File: src/hdl/double_decimal_round_half_even_top_macros.svh
// Assertion macros shared by the block's checking code
`ifndef DOUBLE_DECIMAL_ROUND_HALF_EVEN_TOP_MACROS_SVH
`define DOUBLE_DECIMAL_ROUND_HALF_EVEN_TOP_MACROS_SVH

// Check that a condition implies another in the same cycle
`define DDR_ASSERT_IMP(lbl, pre, post) \
	lbl: assert property (@(posedge clk) disable iff (!arst_n) (pre) |-> (post)) \
		else $error("same-cycle implication failed");

// Check that a condition implies another in the next cycle
`define DDR_ASSERT_NXT(lbl, pre, post) \
	lbl: assert property (@(posedge clk) disable iff (!arst_n) (pre) |=> (post)) \
		else $error("next-cycle implication failed");

`endif

File: src/hdl/ddr_rint.sv
// One-stage round to integer, ties to even, on a normal binary64.
module ddr_rint #(
	parameter int SBW = 1
) (
	input  logic           clk,
	input  logic           en,
	input  logic [51:0]    frac_in,
	input  logic [10:0]    exp_in,
	input  logic           ovf_in,
	input  logic           zero_in,
	input  logic [SBW-1:0] sb_in,
	output logic [52:0]    man_out,
	output logic [10:0]    exp_out,
	output logic           zero_out,
	output logic           pass_out,
	output logic [SBW-1:0] sb_out
);

	logic        big;
	logic        tiny;
	logic [5:0]  fb;
	logic [53:0] mm;
	logic [53:0] unit;
	logic [53:0] mask;
	logic [53:0] half;
	logic [53:0] rem;
	logic        odd;
	logic        up;
	logic [53:0] mr;

	// Drop the fraction bits and round up on more than half or odd tie
	always_comb begin
		big  = exp_in >= 11'd1075;
		tiny = exp_in < 11'd1022;
		fb   = 6'(11'd1075 - exp_in);
		mm   = {2'b01, frac_in};
		unit = 54'd1 << fb;
		mask = unit - 54'd1;
		half = unit >> 1;
		rem  = mm & mask;
		odd  = |(mm & unit);
		up   = (rem > half) || ((rem == half) && odd);
		mr   = big ? mm : ((mm & ~mask) + (up ? unit : 54'd0));
	end

	always_ff @(posedge clk) begin
		if (en) begin
			man_out  <= mr[53] ? {1'b1, 52'd0} : mr[52:0];
			exp_out  <= exp_in + 11'(mr[53]);
			zero_out <= zero_in || (!big && tiny) || (mr == 54'd0);
			pass_out <= ovf_in;
			sb_out   <= sb_in;
		end
	end

endmodule

File: config.mk
export PLATFORM = sky130hd
export DESIGN_NAME = ddr_rint
export DESIGN_NICKNAME = d
export VERILOG_FILES = /design/src/hdl/double_decimal_round_half_even_top_macros.svh /design/src/hdl/ddr_rint.sv
export SDC_FILE = /design/constraint.sdc
export NUM_CORES = 1
export LEC_CHECK = 0
export ABC_AREA = 1
export BUFFER_PORTS_ARGS = -buffer_cell sky130_fd_sc_hd__buf_2
export CAP_MARGIN = 20
export CORE_AREA = 5 5 158 160
export CTS_BUF_LIST = sky130_fd_sc_hd__clkbuf_2
export CTS_CLUSTER_DIAMETER = 40
export DETAILED_ROUTE_END_ITERATION = 8
export DIE_AREA = 0 0 163 165
export PLACE_DENSITY = 0.84
export RECOVER_POWER = 25
export SLEW_MARGIN = 10
export SYNTH_ARGS = -nofsm -noshare
export SYNTH_HDL_FRONTEND = slang
export SYNTH_SLANG_ARGS = --single-unit
File: constraint.sdc
create_clock -name clk -period 11 [get_ports clk]
set_input_delay 1.1 -clock clk [delete_from_list [all_inputs] [get_ports clk]]
set_output_delay 1.1 -clock clk [all_outputs]
set_load 0.005 [all_outputs]
# After elaboration in Yosys (flattened, before gate mapping)
# Cells that the tools add are included.
totals:
  reg_bits: 67
  ramBits: 0
  mem_bits_ro: 0
  latchBits: 0
  memories: 0
  inputBits: 68
op_classes:
  shifts: 1
  add_sub_neg: 4
  bitwise: 4
  div: 0
  n_mux: 2
  multipliers: 0
  order_cmp: 3
  reduce_logical: 8
  n_eq_ne: 1
op_table:
  columns: ["operator", "n"]
  rows:
  - ["$and A53 B54 Y54", 3]
  - ["$mux W54", 2]
  - ["$add A54 B54 Y54", 1]
  - ["$eq A54 B53 Y1", 1]
  - ["$gt A54 B53 Y1", 1]
  - ["$logic_not A54 Y1", 1]
  - ["$not A54 Y54", 1]
  - ["$reduce_or A54 Y1", 1]
  - ["$shl A1 B6 Y54 const A", 1]
  - ["$sub A54 B1 Y54 const B", 1]
  - ["$add A11 B1 Y11", 1]
  - ["$ge A11 B11 Y1 const B", 1]
  - ["$lt A11 B10 Y1 const B", 1]
  - ["$sub A6 B6 Y6 const A", 1]
  - ["$logic_or A1 B1 Y1", 3]
  - ["$logic_and A1 B1 Y1", 2]
  - ["$logic_not A1 Y1", 1]

# Logic depth before layout (Yosys ltp)
logic_depth:
  ltp_word: 12
  ltp_mapped: 58
  depth_no_buf: 56

# Worst setup path after synthesis
# No wires, ideal clock.
synth_timing:
  path_type: "input -> register"
  start: "in exp_in[2]"
  end: "reg exp_out[10], data pin"
  stages: 55
  setup_time_ns: 0.257
  n_path_buf: 3
  setup_slack_ns: 3.103
  t_arrival_ns: 7.641
  path_cell_list: "buf_6 inv_8 ha_1 clkbuf_1 nor2_1 nand2_1 nor2_1 inv_2 ha_1 nand3_2 nor2_4 nand2_2 nor2_1 nand2_1 nor2_2 nand4_1 xnor2_2 inv_2 [... 19 more ...] nand2_1 a21oi_1 nand2_1 nand2_1 nand2_1 nand4_1 inv_1 nor2_1 inv_1 nand4_1 nand3_2 inv_2 ha_1 ha_1 nand2_1 nor3_1 nand2_1 xor2_1"
synth_via:
  elab_chain_len: 11
synth_lines:
  columns: ["element", "line_no", "rtl"]
  rows:
  - ["start, declared", "ddr_rint.sv:8", "input logic [10:0] exp_in,"]
  - ["branches (longest 9 deep; another with $sub A54 B1 Y54)", null, null]
  - ["$mux W54 *", "ddr_rint.sv:43", "mr = big ? mm : ((mm & ~mask) + (up ? unit : 54'd0));"]
  - ["net mr[53]", "ddr_rint.sv:29", "logic [53:0] mr;"]
  - ["$add A11 B1 Y11 *", "ddr_rint.sv:49", "exp_out <= exp_in + 11'(mr[53]);"]
  - ["end signal, assigned", "ddr_rint.sv:49", null]
  - ["end, declared", "ddr_rint.sv:13", "output logic [10:0] exp_out,"]
# Mark *: on every way through the listed nets, which the timed path passes.
# A chain may end at the register's enable or synchronous reset.

# Worst setup path after layout
# Same ends and word-level chain as after synthesis.

==> summary.txt <==
Finish
  – P&R area growth vs syn: 9.005%
  – Share of layout cells above drive strength 1: 10.27%
  – Most frequent cells in the layout: nand2_1, inv_1, nor2_1
  – Layout Nets: 2434
  – Commonest non-fill, non-tap cell in the layout: nand2_1
  – Final core area utilization: 56.84%
  – Multi-input logic area: 8422 um2
  – Sequential Area: 2012 um2
  – Filler instances: 2402

Route
  – Post-DR vias/cell: 5.620
  – Remaining DRCs: 0
  – Wirelength per Cell: 19.81 um
  – ANT nets after route: 0
  – Total number of vias: 14.50k
  – Detailed Route WL: 51.11 mm
  – 1st-pass router iterations: 6
  – Initial DRC Count: 1724

Worst hold path
  – Worst hold path class: input pin to flop
  – Hold depth: 1

Yosys
  – Seq cells post-synth: 67
  – Cell area after synthesis: 12130 um2
  – Ranking of synthesized cells by area: nand2_1, edfxtp_1, ha_1
  – Post-synthesis simple-gate area fraction: 46.53%
  – Adder-cell share of the synthesized area: 11.61%
  – Post-synthesis mux area share: 0%
  – Post-Synthesis Cells: 2137
  – Register area share after synthesis: 16.59%
  – Main combinational cell family by area after synthesis: simple AND/OR/NAND/NOR gates
  – Synth unique cells: 50
  – Ys Warns: 0
  – Area leader, netlist: nand2_1
  – Synth top area share: 19.34%
  – EDFF count, synth: 67
  – Ys flop type: edfxtp_1
  – Post-Syn Nets: 2317
  – Syn Area/Cell: 5.676 um2
  – Compound-Gate Fraction of Synth Area: 8.314%
  – Async set or reset register ratio after synthesis: 0%
  – Xor and xnor area share after synthesis: 2.950%

Outcome
  – Failing checks: max-capacitance violations, max-slew violations
  – Outcome: complete, but fails checks

Worst setup path
  – WP data arrival: 10180 ps
  – CP max stage cell: nand2_1
  – Crit path top cell by count: nor2_1
  – CP Class: input pin to flop
  – CP max FO: 21
  – CP Launch Type: input pin
  – Crit. Startpoint: exp_in[2]
  – Critical path endpoint: exp_out[10]
  – Req. time, crit path: 11390 ps
  – Slowest Stage Delay on Critical Path: 640 ps
  – Worst setup EP type: flop

STA
  – Slew Viols, Final: 57
  – Total negative slack: 0 ps
  – Hold Fails Final Rpt: 0
  – Slew HR: -116.3%
  – RSZ-0062 raised after global routing: false
  – Post-layout min period: 9793 ps
  – Setup-failing EPs final: 0
  – Max Fclk: 102.1 MHz
  – Worst slew pin tran: 3244 ps
  – Final period utilization: 89.03%

Floorplanning
  – Io pins: 135
  – Die Span Y: 165 um
  – Rows: 56
  – Die X: 163 um
  – Die area: 26900 um2
  – Core Footprint: 23260 um2
  – Starting Density: 52.15%

CTS
  – CTS tree: done
  – Htree depth: 3
  – Root buf cell: clkbuf_2
  – # hold bufs at CTS: 0
  – Cts repair resizes: 0
  – CTS Buf Count: 9
  – Clock Path Buffers: 2
  – Clk sink count: 67
  – Clk slew on worst S/H paths: 240 ps
  – Post-CTS Setup Bufs: 0

Power
  – Power Dens Cells: 84.33 nW/um2
  – P_leak: 7.672 nW
  – Maximum vdd drop: 0.07213 mV
  – Tot Pwr: 1.115 mW

Global routing
  – First-pass GRT wire length: 75.79 mm
  – Gr usage total: 37.07%
  – Aggregate global routing overflow: 0
  – Pin count of the biggest net entering global routing: 71
  – Vias in the first global route: 13.14k
  – Initial antenna violation count: 2

Placement
  – Final GP Congestion: 1.110
  – DP HPWL: 43.26 mm
  – Input/output buffers: 134

Run
  – # Max-Cap Violations: 1
kinds of logic (layout without fill, tap and decap cells):
family	count (synthesis)	count (layout)
simple gates	1306	1306
buf+inv	426	548
xor+xnor	40	40
compound gates	186	186
flops	67	67
other cells	0	2
fa+ha+maj	112	112
state kept, by name (all words and copies together) (netlist names):
signal    count
exp_out      11
man_out      53
pass_out      1
sb_out        1
zero_out      1
metal layers:
layer | GRT usage [%] | vias to the layer above | part of all wire, %
li1 | - | 6962 | -
met1 | 52.49 | 6550 | 43
met2 | 54.21 | 857 | 40
met3 | 8.011 | 128 | 11
met4 | 16.05 | 2 | 5.1
met5 | 0 | - | 0.016
how the worst min path moves through the flow:
| stage | from | slack [ps] | to |
|---|---|---|---|
| 2_1_floorplan | ovf_in | 1200 | pass_out |
| 3_3_place_gp | ovf_in | 1280 | pass_out |
| 3_5_place_dp | sb_in | 1280 | sb_out |
| 4_1_cts | sb_in | 610 | sb_out |
| 5_1_grt | sb_in | 630 | sb_out |
| 6_report | sb_in | 650 | sb_out |
report_power, final:
part	internal [mW]	leakage (nW)	switching (mW)
clock network	0.122	0.106	0.119
registers	0.315	0.651	0.00642
logic	0.173	6.91	0.379
total	0.610	7.67	0.505
worst max-delay path, delay by kind of cell:
family | cells | cell delay (ps)
buf+inv | 9 | 1570
simple gates | 27 | 4340
xor+xnor | 2 | 400
fa+ha+maj | 6 | 1870
compound gates | 5 | 880
Yosys cell counts (9+ instances only):
cell / n
clkbuf_1: 10
or2_1: 9
o21bai_1: 13
o21ai_0: 57
nor2_1: 365
nand3b_1: 22
buf_2: 14
xor2_1: 35
nor2_2: 9
nand2_1: 625
ha_1: 111
nor3_1: 27
edfxtp_1: 67
inv_2: 18
nand3_1: 153
a21oi_1: 93
nand4_1: 39
nand2_2: 18
inv_1: 369
layout make-up:
cell class              count  area share [%]
diodes                      2         0.03785
clock buffers              10          0.3785
flip-flops and latches     67           15.22
inverters                 391           11.18
clock inverters             6           1.041
well taps                 319           3.019
repair buffers            141           5.431
multi-input cells        1644           63.69
per-stage QoR:
| step | instances | area, um2 | hold slack [ps] | worst slack [ps] |
|---|---|---|---|---|
| detailed placement | 2562 | 13040 | 1279 | 751.5 |
| CTS | 2578 | 13220 | 611.4 | 1427 |
| global route | 2579 | 13220 | 632.5 | 360.6 |
| finish | 2580 | 13220 | 653.7 | 1207 |
| floorplan | 2137 | 12130 | 1199 | 3103 |
| global placement | 2562 | 13040 | 1277 | 999.0 |
Note: power is estimated with default switching activity, not from simulation.
